--- src/rtl/sssag_pkg.sv ---
// shared types and constants for the sound slot sample address generator
// used by the top level and by its port checker; depends on nothing

package sssag_pkg;

    localparam int ADDR_W     = 20;
    localparam int LOOP_IDX_W = 16;
    localparam int CNT_W      = 32;
    localparam int CFG_IDX_W  = 3;
    localparam int CFG_DATA_W = 20;
    localparam int S_TDATA_W  = 40;
    localparam int M_TDATA_W  = 64;

    // configuration register indexes
    localparam logic [CFG_IDX_W-1:0] CFG_START_ADDRESS = 3'd0;
    localparam logic [CFG_IDX_W-1:0] CFG_LOOP_START    = 3'd1;
    localparam logic [CFG_IDX_W-1:0] CFG_LOOP_END      = 3'd2;
    localparam logic [CFG_IDX_W-1:0] CFG_EIGHT_BIT     = 3'd3;
    localparam logic [CFG_IDX_W-1:0] CFG_LOOP_MODE     = 3'd4;
    localparam logic [CFG_IDX_W-1:0] CFG_OCTAVE        = 3'd5;
    localparam logic [CFG_IDX_W-1:0] CFG_FREQ_NUMBER   = 3'd6;
    localparam logic [CFG_IDX_W-1:0] CFG_LOOP_LINK     = 3'd7;

    // loop modes
    localparam logic [1:0] LOOP_OFF     = 2'd0;
    localparam logic [1:0] LOOP_NORMAL  = 2'd1;
    localparam logic [1:0] LOOP_REVERSE = 2'd2;
    localparam logic [1:0] LOOP_ALT     = 2'd3;

    // envelope phases
    localparam logic [1:0] ENV_ATTACK  = 2'd0;
    localparam logic [1:0] ENV_DECAY1  = 2'd1;
    localparam logic [1:0] ENV_DECAY2  = 2'd2;
    localparam logic [1:0] ENV_RELEASE = 2'd3;

    // request kinds carried on tuser
    localparam logic REQ_TICK = 1'b0;
    localparam logic REQ_KEY  = 1'b1;

    // result item, lowest field in the lowest bits
    typedef struct packed {
        logic              key_bit;
        logic [1:0]        envelope_phase;
        logic              playing_backward;
        logic              voice_active;
        logic              key_accepted;
        logic [CNT_W-1:0]  sample_index;
        logic [ADDR_W-1:0] address;
    } out_item_t;

    localparam int OUT_ITEM_W = $bits(out_item_t);

endpackage

--- src/rtl/sound_slot_sample_address_generator.sv ---
// top level: voice playback pointer with loop modes, key events and address forming
// one shared 33-bit add/subtract unit driven by a small sequencer
// depends on sssag_pkg
//
// states: a key event goes from accept to DONE; a tick runs INC, PITCH, STEP, CMPA,
//   CMPB, ADDR1, ADDR2 and DONE, adding LEN when an empty or inverted loop clamps, REV1
//   and REV2 for the reverse mirror, or LEN, PREP, DIV, FIN1, FIN2 (upward) for a fold;
//   DIV forms the loop-length remainder one dividend bit per cycle; a waiting result holds DONE
// throughput: one item at a time; s_axis_tready is high only in the idle state, the
//   result register lets the next item start while a result still waits
// reset: rst_n asynchronous, active low; control and voice state to zero, envelope phase to release

module sound_slot_sample_address_generator #(
    parameter int PHASE_FRACTION_BITS = 18
) (
    input  logic                              clk,
    input  logic                              rst_n,
    // input items
    input  logic                              s_axis_tvalid,
    output logic                              s_axis_tready,
    // [0] key_on, [16:1] pitch_offset, [32:17] sample_modulation, [39:33] zero
    input  logic [sssag_pkg::S_TDATA_W-1:0]   s_axis_tdata,
    // [0] req_type
    input  logic                              s_axis_tuser,
    // result items
    output logic                              m_axis_tvalid,
    input  logic                              m_axis_tready,
    // [19:0] address, [51:20] sample_index, [52] key_accepted, [53] voice_active,
    // [54] playing_backward, [56:55] envelope_phase, [57] key_bit, [63:58] zero
    output logic [sssag_pkg::M_TDATA_W-1:0]   m_axis_tdata,
    // configuration writes
    input  logic                              cfg_valid,
    output logic                              cfg_ready,
    input  logic [sssag_pkg::CFG_IDX_W-1:0]   cfg_index,
    input  logic [sssag_pkg::CFG_DATA_W-1:0]  cfg_data
);

    localparam int CNT_W  = sssag_pkg::CNT_W;
    localparam int ADDR_W = sssag_pkg::ADDR_W;
    localparam int LW     = sssag_pkg::LOOP_IDX_W;

    // sequencer states
    localparam logic [3:0] ST_IDLE  = 4'd0;
    localparam logic [3:0] ST_INC   = 4'd1;
    localparam logic [3:0] ST_PITCH = 4'd2;
    localparam logic [3:0] ST_STEP  = 4'd3;
    localparam logic [3:0] ST_CMPA  = 4'd4;
    localparam logic [3:0] ST_CMPB  = 4'd5;
    localparam logic [3:0] ST_LEN   = 4'd6;
    localparam logic [3:0] ST_PREP  = 4'd7;
    localparam logic [3:0] ST_DIV   = 4'd8;
    localparam logic [3:0] ST_FIN1  = 4'd9;
    localparam logic [3:0] ST_FIN2  = 4'd10;
    localparam logic [3:0] ST_REV1  = 4'd11;
    localparam logic [3:0] ST_REV2  = 4'd12;
    localparam logic [3:0] ST_ADDR1 = 4'd13;
    localparam logic [3:0] ST_ADDR2 = 4'd14;
    localparam logic [3:0] ST_DONE  = 4'd15;

    localparam int DIV_CNT_W = $clog2(CNT_W);
    localparam logic [DIV_CNT_W-1:0] DIV_LAST = DIV_CNT_W'(CNT_W - 1);

    // configuration registers
    logic [ADDR_W-1:0] start_address_reg;
    logic [LW-1:0]     loop_start_reg;
    logic [LW-1:0]     loop_end_reg;
    logic              eight_bit_reg;
    logic [1:0]        loop_mode_reg;
    logic [3:0]        octave_reg;
    logic [9:0]        freq_number_reg;
    logic              loop_link_reg;

    // voice state
    logic [3:0]        state_reg, state_next;
    logic [CNT_W-1:0]  phase_reg, phase_next;
    logic [CNT_W-1:0]  cnt_reg, cnt_next;
    logic [ADDR_W-1:0] addr_reg, addr_next;
    logic              back_reg, back_next;
    logic              passed_reg, passed_next;
    logic              active_reg, active_next;
    logic [1:0]        env_reg, env_next;
    logic              key_reg, key_next;
    logic              key_acc_reg, key_acc_next;

    // work registers of the sequencer
    logic [15:0]          pitch_reg, pitch_next;
    logic [15:0]          mod_reg, mod_next;
    logic [CNT_W-1:0]     work_reg, work_next;      // dividend, then scratch
    logic [LW-1:0]        rem_reg, rem_next;
    logic [LW-1:0]        len_reg, len_next;
    logic [DIV_CNT_W-1:0] div_cnt_reg, div_cnt_next;
    logic                 fold_down_reg, fold_down_next;
    logic                 ge_ls_reg, ge_ls_next;

    // result register
    sssag_pkg::out_item_t out_reg, out_next;
    logic                 out_valid_reg, out_valid_next;

    // shared add/subtract unit
    logic [CNT_W-1:0] alu_a, alu_b;
    logic             alu_sub;
    logic [CNT_W:0]   alu_sum;
    logic             alu_cout;

    logic [CNT_W-1:0] ls_ext, le_ext, phase_inc;
    logic [3:0]       shamt;
    logic             in_accept;
    logic             load_out;

    assign ls_ext    = CNT_W'(loop_start_reg);
    assign le_ext    = CNT_W'(loop_end_reg);
    assign shamt     = octave_reg ^ 4'd8;
    // 0x400 | freq, shifted by the octave
    assign phase_inc = CNT_W'({1'b1, freq_number_reg}) << shamt;

    assign alu_sum  = {1'b0, alu_a} + {1'b0, alu_b ^ {CNT_W{alu_sub}}} + (CNT_W+1)'(alu_sub);
    // on a subtract, carry out means a >= b
    assign alu_cout = alu_sum[CNT_W];

    assign s_axis_tready = (state_reg == ST_IDLE);
    assign in_accept     = s_axis_tvalid && s_axis_tready;
    assign cfg_ready     = 1'b1;

    assign m_axis_tvalid = out_valid_reg;
    assign m_axis_tdata  = sssag_pkg::M_TDATA_W'(out_reg);

    // operand selection for the shared unit
    always_comb
    begin
        alu_a   = cnt_reg;
        alu_b   = ls_ext;
        alu_sub = 1'b1;
        case (state_reg)
            ST_INC:
            begin
                alu_a   = CNT_W'(phase_reg[PHASE_FRACTION_BITS-1:0]);
                alu_b   = phase_inc;
                alu_sub = 1'b0;
            end
            ST_PITCH:
            begin
                alu_a   = phase_reg;
                alu_b   = {{(CNT_W-16){pitch_reg[15]}}, pitch_reg};
                alu_sub = 1'b0;
            end
            ST_STEP:
            begin
                // whole part of the phase moves the counter
                alu_a   = cnt_reg;
                alu_b   = CNT_W'(phase_reg[CNT_W-1:PHASE_FRACTION_BITS]);
                alu_sub = back_reg;
            end
            ST_CMPA:
            begin
                alu_a = cnt_reg;
                alu_b = ls_ext;
            end
            ST_CMPB:
            begin
                // reverse and alternate going backward look for counter <= loop start
                if (back_reg && loop_mode_reg[1])
                begin
                    alu_a = ls_ext;
                    alu_b = cnt_reg;
                end
                else
                begin
                    alu_a = cnt_reg;
                    alu_b = le_ext;
                end
            end
            ST_LEN:
            begin
                alu_a = le_ext;
                alu_b = ls_ext;
            end
            ST_PREP:
            begin
                if (fold_down_reg)
                begin
                    alu_a = cnt_reg;
                    alu_b = ls_ext;
                end
                else
                begin
                    alu_a = ls_ext;
                    alu_b = cnt_reg;
                end
            end
            ST_DIV:
            begin
                alu_a = CNT_W'({rem_reg, work_reg[CNT_W-1]});
                alu_b = CNT_W'(len_reg);
            end
            ST_FIN1:
            begin
                if (fold_down_reg)
                begin
                    alu_a   = ls_ext;
                    alu_b   = CNT_W'(rem_reg);
                    alu_sub = 1'b0;
                end
                else
                begin
                    alu_a = CNT_W'(len_reg);
                    alu_b = CNT_W'(rem_reg);
                end
            end
            ST_FIN2:
            begin
                alu_a   = ls_ext;
                alu_b   = work_reg;
                alu_sub = 1'b0;
            end
            ST_REV1:
            begin
                alu_a = le_ext;
                alu_b = cnt_reg;
            end
            ST_REV2:
            begin
                alu_a   = work_reg;
                alu_b   = ls_ext;
                alu_sub = 1'b0;
            end
            ST_ADDR1:
            begin
                alu_a   = cnt_reg;
                alu_b   = {{(CNT_W-16){mod_reg[15]}}, mod_reg};
                alu_sub = 1'b0;
            end
            ST_ADDR2:
            begin
                // 16-bit samples take two bytes per index
                alu_a   = CNT_W'(start_address_reg);
                alu_b   = eight_bit_reg ? work_reg : {work_reg[CNT_W-2:0], 1'b0};
                alu_sub = 1'b0;
            end
            default:
            begin
                alu_a   = cnt_reg;
                alu_b   = ls_ext;
                alu_sub = 1'b1;
            end
        endcase
    end

    // sequencer
    always_comb
    begin
        state_next     = state_reg;
        phase_next     = phase_reg;
        cnt_next       = cnt_reg;
        addr_next      = addr_reg;
        back_next      = back_reg;
        passed_next    = passed_reg;
        active_next    = active_reg;
        env_next       = env_reg;
        key_next       = key_reg;
        key_acc_next   = key_acc_reg;
        pitch_next     = pitch_reg;
        mod_next       = mod_reg;
        work_next      = work_reg;
        rem_next       = rem_reg;
        len_next       = len_reg;
        div_cnt_next   = div_cnt_reg;
        fold_down_next = fold_down_reg;
        ge_ls_next     = ge_ls_reg;
        load_out       = 1'b0;

        case (state_reg)
            ST_IDLE:
            begin
                if (in_accept)
                begin
                    pitch_next = s_axis_tdata[16:1];
                    mod_next   = s_axis_tdata[32:17];
                    if (s_axis_tuser == sssag_pkg::REQ_KEY)
                    begin
                        // key on is taken only in release, key off only outside it
                        key_next     = s_axis_tdata[0];
                        key_acc_next = ((env_reg == sssag_pkg::ENV_RELEASE) == s_axis_tdata[0]);
                        if ((env_reg == sssag_pkg::ENV_RELEASE) == s_axis_tdata[0])
                        begin
                            if (s_axis_tdata[0])
                            begin
                                active_next = 1'b1;
                                env_next    = sssag_pkg::ENV_ATTACK;
                                phase_next  = '0;
                                cnt_next    = '0;
                                addr_next   = '0;
                                back_next   = 1'b0;
                                passed_next = 1'b0;
                            end
                            else
                            begin
                                env_next = sssag_pkg::ENV_RELEASE;
                            end
                        end
                        state_next = ST_DONE;
                    end
                    else
                    begin
                        key_acc_next = 1'b0;
                        state_next   = ST_INC;
                    end
                end
            end
            ST_INC:
            begin
                phase_next = alu_sum[CNT_W-1:0];
                state_next = ST_PITCH;
            end
            ST_PITCH:
            begin
                phase_next = alu_sum[CNT_W-1:0];
                state_next = ST_STEP;
            end
            ST_STEP:
            begin
                cnt_next   = alu_sum[CNT_W-1:0];
                state_next = ST_CMPA;
            end
            ST_CMPA:
            begin
                ge_ls_next = alu_cout;
                // first forward crossing of the loop start
                if (!back_reg && !passed_reg && alu_cout)
                begin
                    passed_next = 1'b1;
                    if (loop_link_reg && env_reg == sssag_pkg::ENV_ATTACK)
                    begin
                        env_next = sssag_pkg::ENV_DECAY1;
                    end
                end
                state_next = ST_CMPB;
            end
            ST_CMPB:
            begin
                state_next = ST_ADDR1;
                case (loop_mode_reg)
                    sssag_pkg::LOOP_OFF:
                    begin
                        // end of a one-shot sample
                        if (alu_cout)
                        begin
                            active_next = 1'b0;
                            key_next    = 1'b0;
                        end
                    end
                    sssag_pkg::LOOP_NORMAL:
                    begin
                        if (alu_cout)
                        begin
                            fold_down_next = 1'b1;
                            state_next     = ST_LEN;
                        end
                    end
                    sssag_pkg::LOOP_REVERSE:
                    begin
                        if (back_reg)
                        begin
                            if (alu_cout)
                            begin
                                fold_down_next = 1'b0;
                                state_next     = ST_LEN;
                            end
                        end
                        else if (ge_ls_reg)
                        begin
                            // mirror into the loop and turn around
                            back_next  = 1'b1;
                            state_next = ST_REV1;
                        end
                    end
                    default:
                    begin
                        if (alu_cout)
                        begin
                            back_next      = !back_reg;
                            fold_down_next = !back_reg;
                            state_next     = ST_LEN;
                        end
                    end
                endcase
            end
            ST_LEN:
            begin
                // empty or inverted loop clamps to the loop start
                if (!alu_cout || alu_sum[LW-1:0] == '0)
                begin
                    cnt_next   = ls_ext;
                    state_next = ST_ADDR1;
                end
                else
                begin
                    len_next   = alu_sum[LW-1:0];
                    state_next = ST_PREP;
                end
            end
            ST_PREP:
            begin
                work_next    = alu_sum[CNT_W-1:0];
                rem_next     = '0;
                div_cnt_next = '0;
                state_next   = ST_DIV;
            end
            ST_DIV:
            begin
                // restoring remainder, one dividend bit per cycle
                if (alu_cout)
                begin
                    rem_next = alu_sum[LW-1:0];
                end
                else
                begin
                    rem_next = {rem_reg[LW-2:0], work_reg[CNT_W-1]};
                end
                work_next    = {work_reg[CNT_W-2:0], 1'b0};
                div_cnt_next = div_cnt_reg + 1'b1;
                if (div_cnt_reg == DIV_LAST)
                begin
                    state_next = ST_FIN1;
                end
            end
            ST_FIN1:
            begin
                if (fold_down_reg)
                begin
                    cnt_next   = alu_sum[CNT_W-1:0];
                    state_next = ST_ADDR1;
                end
                else
                begin
                    work_next  = alu_sum[CNT_W-1:0];
                    state_next = ST_FIN2;
                end
            end
            ST_FIN2:
            begin
                cnt_next   = alu_sum[CNT_W-1:0];
                state_next = ST_ADDR1;
            end
            ST_REV1:
            begin
                work_next  = alu_sum[CNT_W-1:0];
                state_next = ST_REV2;
            end
            ST_REV2:
            begin
                cnt_next   = alu_sum[CNT_W-1:0];
                state_next = ST_ADDR1;
            end
            ST_ADDR1:
            begin
                work_next  = alu_sum[CNT_W-1:0];
                state_next = ST_ADDR2;
            end
            ST_ADDR2:
            begin
                addr_next  = alu_sum[ADDR_W-1:0];
                state_next = ST_DONE;
            end
            ST_DONE:
            begin
                // hand over once the result register is free
                if (!out_valid_reg || m_axis_tready)
                begin
                    load_out   = 1'b1;
                    state_next = ST_IDLE;
                end
            end
            default:
            begin
                state_next = ST_IDLE;
            end
        endcase
    end

    // result register
    always_comb
    begin
        out_next       = out_reg;
        out_valid_next = out_valid_reg;
        if (out_valid_reg && m_axis_tready)
        begin
            out_valid_next = 1'b0;
        end
        if (load_out)
        begin
            out_valid_next            = 1'b1;
            out_next.address          = addr_reg;
            out_next.sample_index     = cnt_reg;
            out_next.key_accepted     = key_acc_reg;
            out_next.voice_active     = active_reg;
            out_next.playing_backward = back_reg;
            out_next.envelope_phase   = env_reg;
            out_next.key_bit          = key_reg;
        end
    end

    // control and voice state
    always_ff @(posedge clk or negedge rst_n)
    begin
        if (!rst_n)
        begin
            state_reg         <= ST_IDLE;
            phase_reg         <= '0;
            cnt_reg           <= '0;
            addr_reg          <= '0;
            back_reg          <= 1'b0;
            passed_reg        <= 1'b0;
            active_reg        <= 1'b0;
            env_reg           <= sssag_pkg::ENV_RELEASE;
            key_reg           <= 1'b0;
            key_acc_reg       <= 1'b0;
            out_valid_reg     <= 1'b0;
            start_address_reg <= '0;
            loop_start_reg    <= '0;
            loop_end_reg      <= '0;
            eight_bit_reg     <= 1'b0;
            loop_mode_reg     <= sssag_pkg::LOOP_OFF;
            octave_reg        <= '0;
            freq_number_reg   <= '0;
            loop_link_reg     <= 1'b0;
        end
        else
        begin
            state_reg     <= state_next;
            phase_reg     <= phase_next;
            cnt_reg       <= cnt_next;
            addr_reg      <= addr_next;
            back_reg      <= back_next;
            passed_reg    <= passed_next;
            active_reg    <= active_next;
            env_reg       <= env_next;
            key_reg       <= key_next;
            key_acc_reg   <= key_acc_next;
            out_valid_reg <= out_valid_next;
            if (cfg_valid && cfg_ready)
            begin
                case (cfg_index)
                    sssag_pkg::CFG_START_ADDRESS: start_address_reg <= cfg_data[ADDR_W-1:0];
                    sssag_pkg::CFG_LOOP_START:    loop_start_reg    <= cfg_data[LW-1:0];
                    sssag_pkg::CFG_LOOP_END:      loop_end_reg      <= cfg_data[LW-1:0];
                    sssag_pkg::CFG_EIGHT_BIT:     eight_bit_reg     <= cfg_data[0];
                    sssag_pkg::CFG_LOOP_MODE:     loop_mode_reg     <= cfg_data[1:0];
                    sssag_pkg::CFG_OCTAVE:        octave_reg        <= cfg_data[3:0];
                    sssag_pkg::CFG_FREQ_NUMBER:   freq_number_reg   <= cfg_data[9:0];
                    sssag_pkg::CFG_LOOP_LINK:     loop_link_reg     <= cfg_data[0];
                    default:                      loop_link_reg     <= loop_link_reg;
                endcase
            end
        end
    end

    // payload and work registers
    always_ff @(posedge clk)
    begin
        pitch_reg     <= pitch_next;
        mod_reg       <= mod_next;
        work_reg      <= work_next;
        rem_reg       <= rem_next;
        len_reg       <= len_next;
        div_cnt_reg   <= div_cnt_next;
        fold_down_reg <= fold_down_next;
        ge_ls_reg     <= ge_ls_next;
        out_reg       <= out_next;
    end

endmodule

--- config.mk ---
export PLATFORM = sky130hd
export DESIGN_NAME = sound_slot_sample_address_generator
export DESIGN_NICKNAME = d
export VERILOG_FILES = /design/src/rtl/sssag_pkg.sv /design/src/rtl/sound_slot_sample_address_generator.sv
export SDC_FILE = /design/constraint.sdc
export NUM_CORES = 1
export LEC_CHECK = 0
export BUFFER_PORTS_ARGS = -buffer_cell sky130_fd_sc_hd__buf_2
export CAP_MARGIN = 25
export CORE_MARGIN = 1
export CORE_UTILIZATION = 60
export CTS_BUF_LIST = sky130_fd_sc_hd__clkbuf_16
export CTS_CLUSTER_DIAMETER = 200
export DETAILED_ROUTE_END_ITERATION = 10
export PLACE_DENSITY_LB_ADDON = 0.3
export SLEW_MARGIN = 25
export SYNTH_ARGS = -nofsm -noshare
export SYNTH_HDL_FRONTEND = slang
export SYNTH_SLANG_ARGS = --single-unit
--- constraint.sdc ---
create_clock -name clk -period 7 [get_ports clk]
set_input_delay 1.75 -clock clk [delete_from_list [all_inputs] [get_ports clk]]
set_output_delay 1.75 -clock clk [all_outputs]
set_load 0.02 [all_outputs]
==> impl_results.md, run 1 <==
* Run status: complete, no violations
* Final Core Density at 70.2%
* WL/cell at 28.1 um
* Initial antenna violation count at 0
* Die area at 30500 um^2
* Number of core rows at 62
* Post-CTS Hold Buffers at 0
* Total wire length at 61800 um
* Root Buffer: clkbuf_16
* CTS tree: built
* Remaining routing DRC violations at 0
* Slew margin rel. at 21.0%
* Remaining Overflow, GRT at 0
* Vias at 15200
* Seq cells post-synth at 327
* Port Buf Inserts at 121
* # Max-Cap Violations at 0
* First drt pass iteration count at 7
* Largest net degree at the start of global routing at 71
* Later-pin clock latency in the skew report at 0.54 ns
* CP Max Fanout at 23
* Dpl hpwl at 45100 um
* Number of global-route vias before repair at 14500
* Vias per cell at 6.93
* Share of cells above drive strength 1 at 21.8%
* Chip Width at 175 um
* Final Skew at 0.0289 ns
* CP Data Arrival Time at 7.04 ns
* Dpl ws at 0.527 ns
* RSZ-0062 raised after global routing: no
* Routability cong. at 1.01
* Worst Tran Pin Value at 1.18 ns
* TNS Setup at 0 ns
* Avg Inst Size Synth at 10.8 um^2
* # fillers at 2170
* Part of the Yosys area used for sequential elements at 50.3%
* DIE HEIGHT at 175 um
* Post-cts sizing count at 0
* FFs w/ async S/R, synth at 50.8%
* Final WS setup at 0.347 ns
* Fin crit period at 6.65 ns
* Final nets at 1891
* Setup bufs post-CTS at 0
* Post-synth EDFFs at 161
* Class of the worst hold path: reg2reg
* GRT Total Usage at 40.9%
* Antenna Cells at 0
* Num CTS Buffers at 36
* Slew Viols, Final at 0
* CTS max path bufs at 3
* Cell Area, Synth at 17900 um^2
* I/O Pins at 136
* Max FFs per register at 58
* Req. time, crit path at 7.39 ns
* Iteration-0 DRC Markers at 2266
* Crit. End Element: flip-flop
* H-tree Lvls at 2
* Main flop type after synthesis: dfrtp_1
* Global-route wire length before repair at 92600 um
* Setup violations, final at 0
* Area delta synth->final at 13.8%
* Crit path launch type: flip-flop
* Fin. Hold Viols at 0
* Netlist cell types at 86
* Initial core utilization at 61.7%
* Antenna viol nets, final at 0
* CTS clk-pin slew, worst paths at 0.06 ns
* Clock sinks at 327
* Crit Path Class: reg2reg
* Warnings from Yosys at 0
* Post-route clock period utilization at 95.0%
* Core box area at 29000 um^2
* Max Clock Freq at 0.150 GHz
* Synth Instances at 1655
-- logic make-up (layout without fill, tap and decap cells) --
logic type                 count (synthesis)  count (layout)  share of synthesized area, %
muxes                                    174             174                          10.9
adders and majority gates                 37              37                          2.63
buffers and inverters                    159             312                          3.68
and+or+nand+nor                          452             452                          11.8
DFF                                      327             327                          50.3
other                                      2               7                        0.0420
xor gates and xnor gates                  45              45                          2.24
AOI/OAI and AO/OA                        459             459                          18.5
-- metal layers --
layer  vias up  share of wire, %  GRT usage (%)
li1       6533                 -              -
met1      7367                41           60.4
met2      1200                41           57.8
met3       136                14           10.7
met4         0               3.8           14.9
met5         -                 0              0
-- cell usage after synthesis, types with 12 or more instances --
library cell / instances / area share, %
nand4_1: 26 / 0.91
dfrtp_1: 164 / 23
o21ai_0: 105 / 2.9
a22o_1: 38 / 1.9
a22oi_1: 33 / 1.4
buf_1: 15 / 0.31
nor2_1: 97 / 2.0
mux2_2: 96 / 6.0
a21o_1: 28 / 1.2
mux2_1: 24 / 1.5
xnor2_1: 36 / 1.8
edfxtp_1: 161 / 27
nand3_1: 28 / 0.78
a211oi_1: 13 / 0.55
inv_1: 45 / 0.94
nand2_1: 208 / 4.4
and3_1: 12 / 0.42
a222oi_1: 35 / 2.0
a21oi_1: 74 / 2.1
a221oi_1: 39 / 1.9
clkbuf_1: 80 / 1.7
ha_1: 36 / 2.5
mux2i_1: 49 / 2.7
-- area by class of cell --
class                   count  area, um^2  share of cell area (%)
repair buffers            200        1250                    6.12
clock inverters            28         196                   0.965
multi-input cells        1174        8330                    40.9
clock buffers              38         951                    4.67
flip-flops and latches    327        8990                    44.1
inverters                  46         173                   0.848
well taps                 384         480                    2.36
-- through the flow --
| step | std cells | hold WS [ns] | cell area, um^2 |
|---|---|---|---|
| 6_report | 2197 | 0.439 | 20400 |
| 5_1_grt | 2197 | 0.457 | 20400 |
| 4_1_cts | 2196 | 0.440 | 20400 |
| 3_5_place_dp | 2130 | 0.434 | 19200 |
| 3_3_place_gp | 2129 | 0.431 | 19200 |
| 2_1_floorplan | 1660 | 0.425 | 17900 |
-- worst max-delay path, stage by stage, from the launching register on --
cell and delay (ns):
dfrtp_1 0.59, clkinv_1 0.33, nand2_1 0.39, nor2_1 0.12, buf_4 0.23, a222oi_1 0.44, a21boi_0 0.22, and3_1 0.21
o21ai_0 0.09, a221oi_1 0.32, xnor2_1 0.12, ha_1 0.43, a21oi_1 0.16, o21ai_0 0.13, a21o_1 0.20, a221o_1 0.43
a31oi_1 0.34, nand2_1 0.15, a221o_1 0.44, and2_1 0.25, a211oi_4 0.30, buf_12 0.24, mux2_1 0.35
-- layout by cell type (no fill, tap or decap), drive strengths merged, types with 6 or more instances in the layout --
cell type	count
nor2	97
a211oi	14
o22ai	11
edfxtp	161
and2	10
nor3	10
a22o	38
dfrtp	164
mux2i	49
o21ai	106
ha	36
a221oi	41
nor2b	11
nor3b	6
o21a	7
or2	8
xnor2	37
mux2	120
nand4	27
nand2	208
clkbuf	38
clkinv	12
buf	200
a222oi	35
a221o	10
conb	7
a21o	28
a21oi	75
and3	12
nand2b	10
nand3	28
a22oi	33
a31oi	9
inv	57
xor2	8
-- path summary, 6_finish.rpt --
| kind | from | endpoint | slack, ns | cells after the start |
|---|---|---|---|---|
| max in group asynchronous | rst_n | cnt_reg[21] | 4.47 | 2 |
| worst max register to register | state_reg[1] | cnt_reg[22] | 0.35 | 22 |
| worst min register to register | addr_reg[15] | m_axis_tdata[15] | 0.44 | 0 |
| worst max-delay path | state_reg[1] | cnt_reg[22] | 0.35 | 22 |
| worst min-delay path | addr_reg[15] | m_axis_tdata[15] | 0.44 | 0 |
| min in group asynchronous | rst_n | eight_bit_reg | 1.25 | 1 |
Power of run 1 is not shown: default switching activity piles up to over one toggle a cycle in this logic, so the estimate is an artifact.
==> inputs of run 2 (changes only) <==
- clock period: 7 -> 7.78 ns (I/O delays scaled with it)
==> run 2 against run 1 <==
Compared with the run above:
- flip-flop and latch count unchanged
- utilization up 0.18 points
- die area unchanged
- final cell count down 0.46%
- cell area up 0.25%
- worst setup slack improved by 0.58 ns
- clock-buffer cell count grew 1
- fmax decreased by 3.0%
- critical endpoint is now cnt_reg[29]
==> impl_results.md, run 2 (synthesized netlist as in run 1, its figures left out) <==
* Total wire length at 62600 um (was 61800 um)
* End of the critical path: cnt_reg[29] (was cnt_reg[22])
* Fin. Hold Viols at 0 (unchanged)
* Die area at 30500 um^2 (unchanged)
* Class of the worst hold path: reg2reg (unchanged)
* Slew Viols, Final at 0 (unchanged)
* CTS tree: built (unchanged)
* Crit Path Class: reg2reg (unchanged)
* Area delta synth->final at 14.1% (was 13.8%)
* Final instance area at 20400 um^2 (about the same)
* TNS Setup at 0 ns (unchanged)
* Worst Tran Pin Value at 1.10 ns (was 1.18 ns)
* Register area at 8990 um^2 (unchanged)
* Root Buffer: clkbuf_16 (unchanged)
* Commonest non-fill, non-tap cells in the layout: nand2_1, dfrtp_1, edfxtp_1 (unchanged)
* Dpl hpwl at 45100 um (about the same)
* Antenna viol nets, final at 0 (unchanged)
* Final WS setup at 0.924 ns (was 0.347 ns)
* Num CTS Buffers at 35 (was 36)
* Dpl ws at 1.15 ns (was 0.527 ns)
* Placement Cell Area at 19200 um^2 (about the same)
* Post-CTS Hold Buffers at 0 (unchanged)
* CP Max Fanout at 24 (was 23)
* Routability cong. at 1.01 (about the same)
* Max FFs per register at 58 (unchanged)
* DIE HEIGHT at 175 um (unchanged)
* Core box area at 29000 um^2 (unchanged)
* Crit. End Element: flip-flop (unchanged)
* Chip Width at 175 um (unchanged)
* Fin crit period at 6.86 ns (was 6.65 ns)
* WL/cell at 28.6 um (was 28.1 um)
* Final nets at 1882 (was 1891)
* Commonest non-fill, non-tap cell in the layout: nand2_1 (unchanged)
* Clock sinks at 327 (unchanged)
* Largest net degree at the start of global routing at 68 (was 71)
* Post-route clock period utilization at 88.1% (was 95.0%)
* Multi-input logic area at 8370 um^2 (was 8330 um^2)
* R2R Setup Slk at 0.92 ns (was 0.35 ns)
* R2R Path End: cnt_reg[29] (was cnt_reg[22])
* Later-pin clock latency in the skew report at 0.54 ns (about the same)
* Slew margin rel. at 26.1% (was 21.0%)
* R2r startpoint: state_reg[3] (was state_reg[1])
* CTS clk-pin slew, worst paths at 0.07 ns (was 0.06 ns)
* GRT Total Usage at 41.4% (was 40.9%)
* Vias per cell at 7.04 (was 6.93)
* Worst Hold Slack at 0.452 ns (was 0.439 ns)
* Final Skew at 0.0191 ns (was 0.0289 ns)
* Beginning of the critical path: state_reg[3] (was state_reg[1])
* CTS max path bufs at 3 (unchanged)
* Remaining routing DRC violations at 0 (unchanged)
* RSZ-0062 raised after global routing: no (unchanged)
* Vias at 15400 (was 15200)
* Req. time, crit path at 8.19 ns (was 7.39 ns)
* I/O Pins at 136 (unchanged)
* Initial core utilization at 61.7% (unchanged)
* # Max-Cap Violations at 0 (unchanged)
* Iteration-0 DRC Markers at 2348 (was 2266)
* Initial antenna violation count at 0 (unchanged)
* Setup violations, final at 0 (unchanged)
* Max Clock Freq at 0.146 GHz (was 0.150 GHz)
* Number of core rows at 62 (unchanged)
* CP Data Arrival Time at 7.26 ns (was 7.04 ns)
* Port Buf Inserts at 121 (unchanged)
* Number of global-route vias before repair at 14200 (was 14500)
* Setup bufs post-CTS at 0 (unchanged)
* Global-route wire length before repair at 93000 um (was 92600 um)
* H-tree Lvls at 2 (unchanged)
* # fillers at 2153 (was 2170)
* Run status: complete, no violations (unchanged)
* First drt pass iteration count at 8 (was 7)
* Share of cells above drive strength 1 at 21.8% (about the same)
* Remaining Overflow, GRT at 0 (unchanged)
* Crit path launch type: flip-flop (unchanged)
* Worst R2R Path Depth at 19 (was 22)
* Post-cts sizing count at 0 (unchanged)
-- run 2: cell types whose count changed in the layout (fill, tap and decap cells not counted), moves of 3 or more --
cell        delta
buf_4          -9
inv_1          -5
bufinv_16      +3
clkinvlp_4     -3
nor2_1         -3
-- run 2: cell type report --
cell class              count  share of cell area (%)
clock buffers              39                    4.78
inverters                  46                   0.846
well taps                 384                    2.35
repair buffers            192                    5.79
diodes                      1                  0.0123
multi-input cells        1174                    41.0
clock inverters            24                    1.21
flip-flops and latches    327                    44.0
-- run 2: worst min-delay path by stage --
stage | from | to | slack [ns] | cells past startpoint
floorplan | addr_reg[0] | m_axis_tdata[0] | 0.42 | 0
global placement | addr_reg[10] | m_axis_tdata[10] | 0.43 | 0
detailed placement | addr_reg[5] | m_axis_tdata[5] | 0.43 | 0
CTS | addr_reg[15] | m_axis_tdata[15] | 0.45 | 0
global route | addr_reg[19] | m_axis_tdata[19] | 0.46 | 0
finish | addr_reg[17] | m_axis_tdata[17] | 0.45 | 0
-- run 2: critical path: stages, from the launching register on --
cell and delay [ns]:
dfrtp_1 0.84, buf_4 0.34, nand4bb_1 0.41, a21oi_1 0.09, buf_4 0.25, a222oi_1 0.39, nand4_1 0.14, a221oi_1 0.47
xnor2_1 0.13, ha_1 0.46, nand3_1 0.18, o32ai_1 0.60, a21oi_1 0.17, xnor2_1 0.19, or4_1 0.57, nor4_1 0.23
nand4_1 0.29, a211oi_4 0.40, buf_12 0.23, mux2_1 0.35
-- run 2: per-layer routing --
metal / vias up / wire (um) / global-route usage, %
met4: 0 / 2430 / 15.4
met2: 1243 / 25900 / 58.1
met5: - / 0 / 0
met3: 162 / 9460 / 12.3
met1: 7469 / 24900 / 60.6
li1: 6517 / - / -
-- run 2: metrics by stage --
step                std cells  utilization [%]
finish                   2187             70.4
global route             2186             70.4
CTS                      2185             70.3
detailed placement       2122             66.1
global placement         2120             66.0
floorplan                1660                -
Power of run 2 is left out for the same reason.
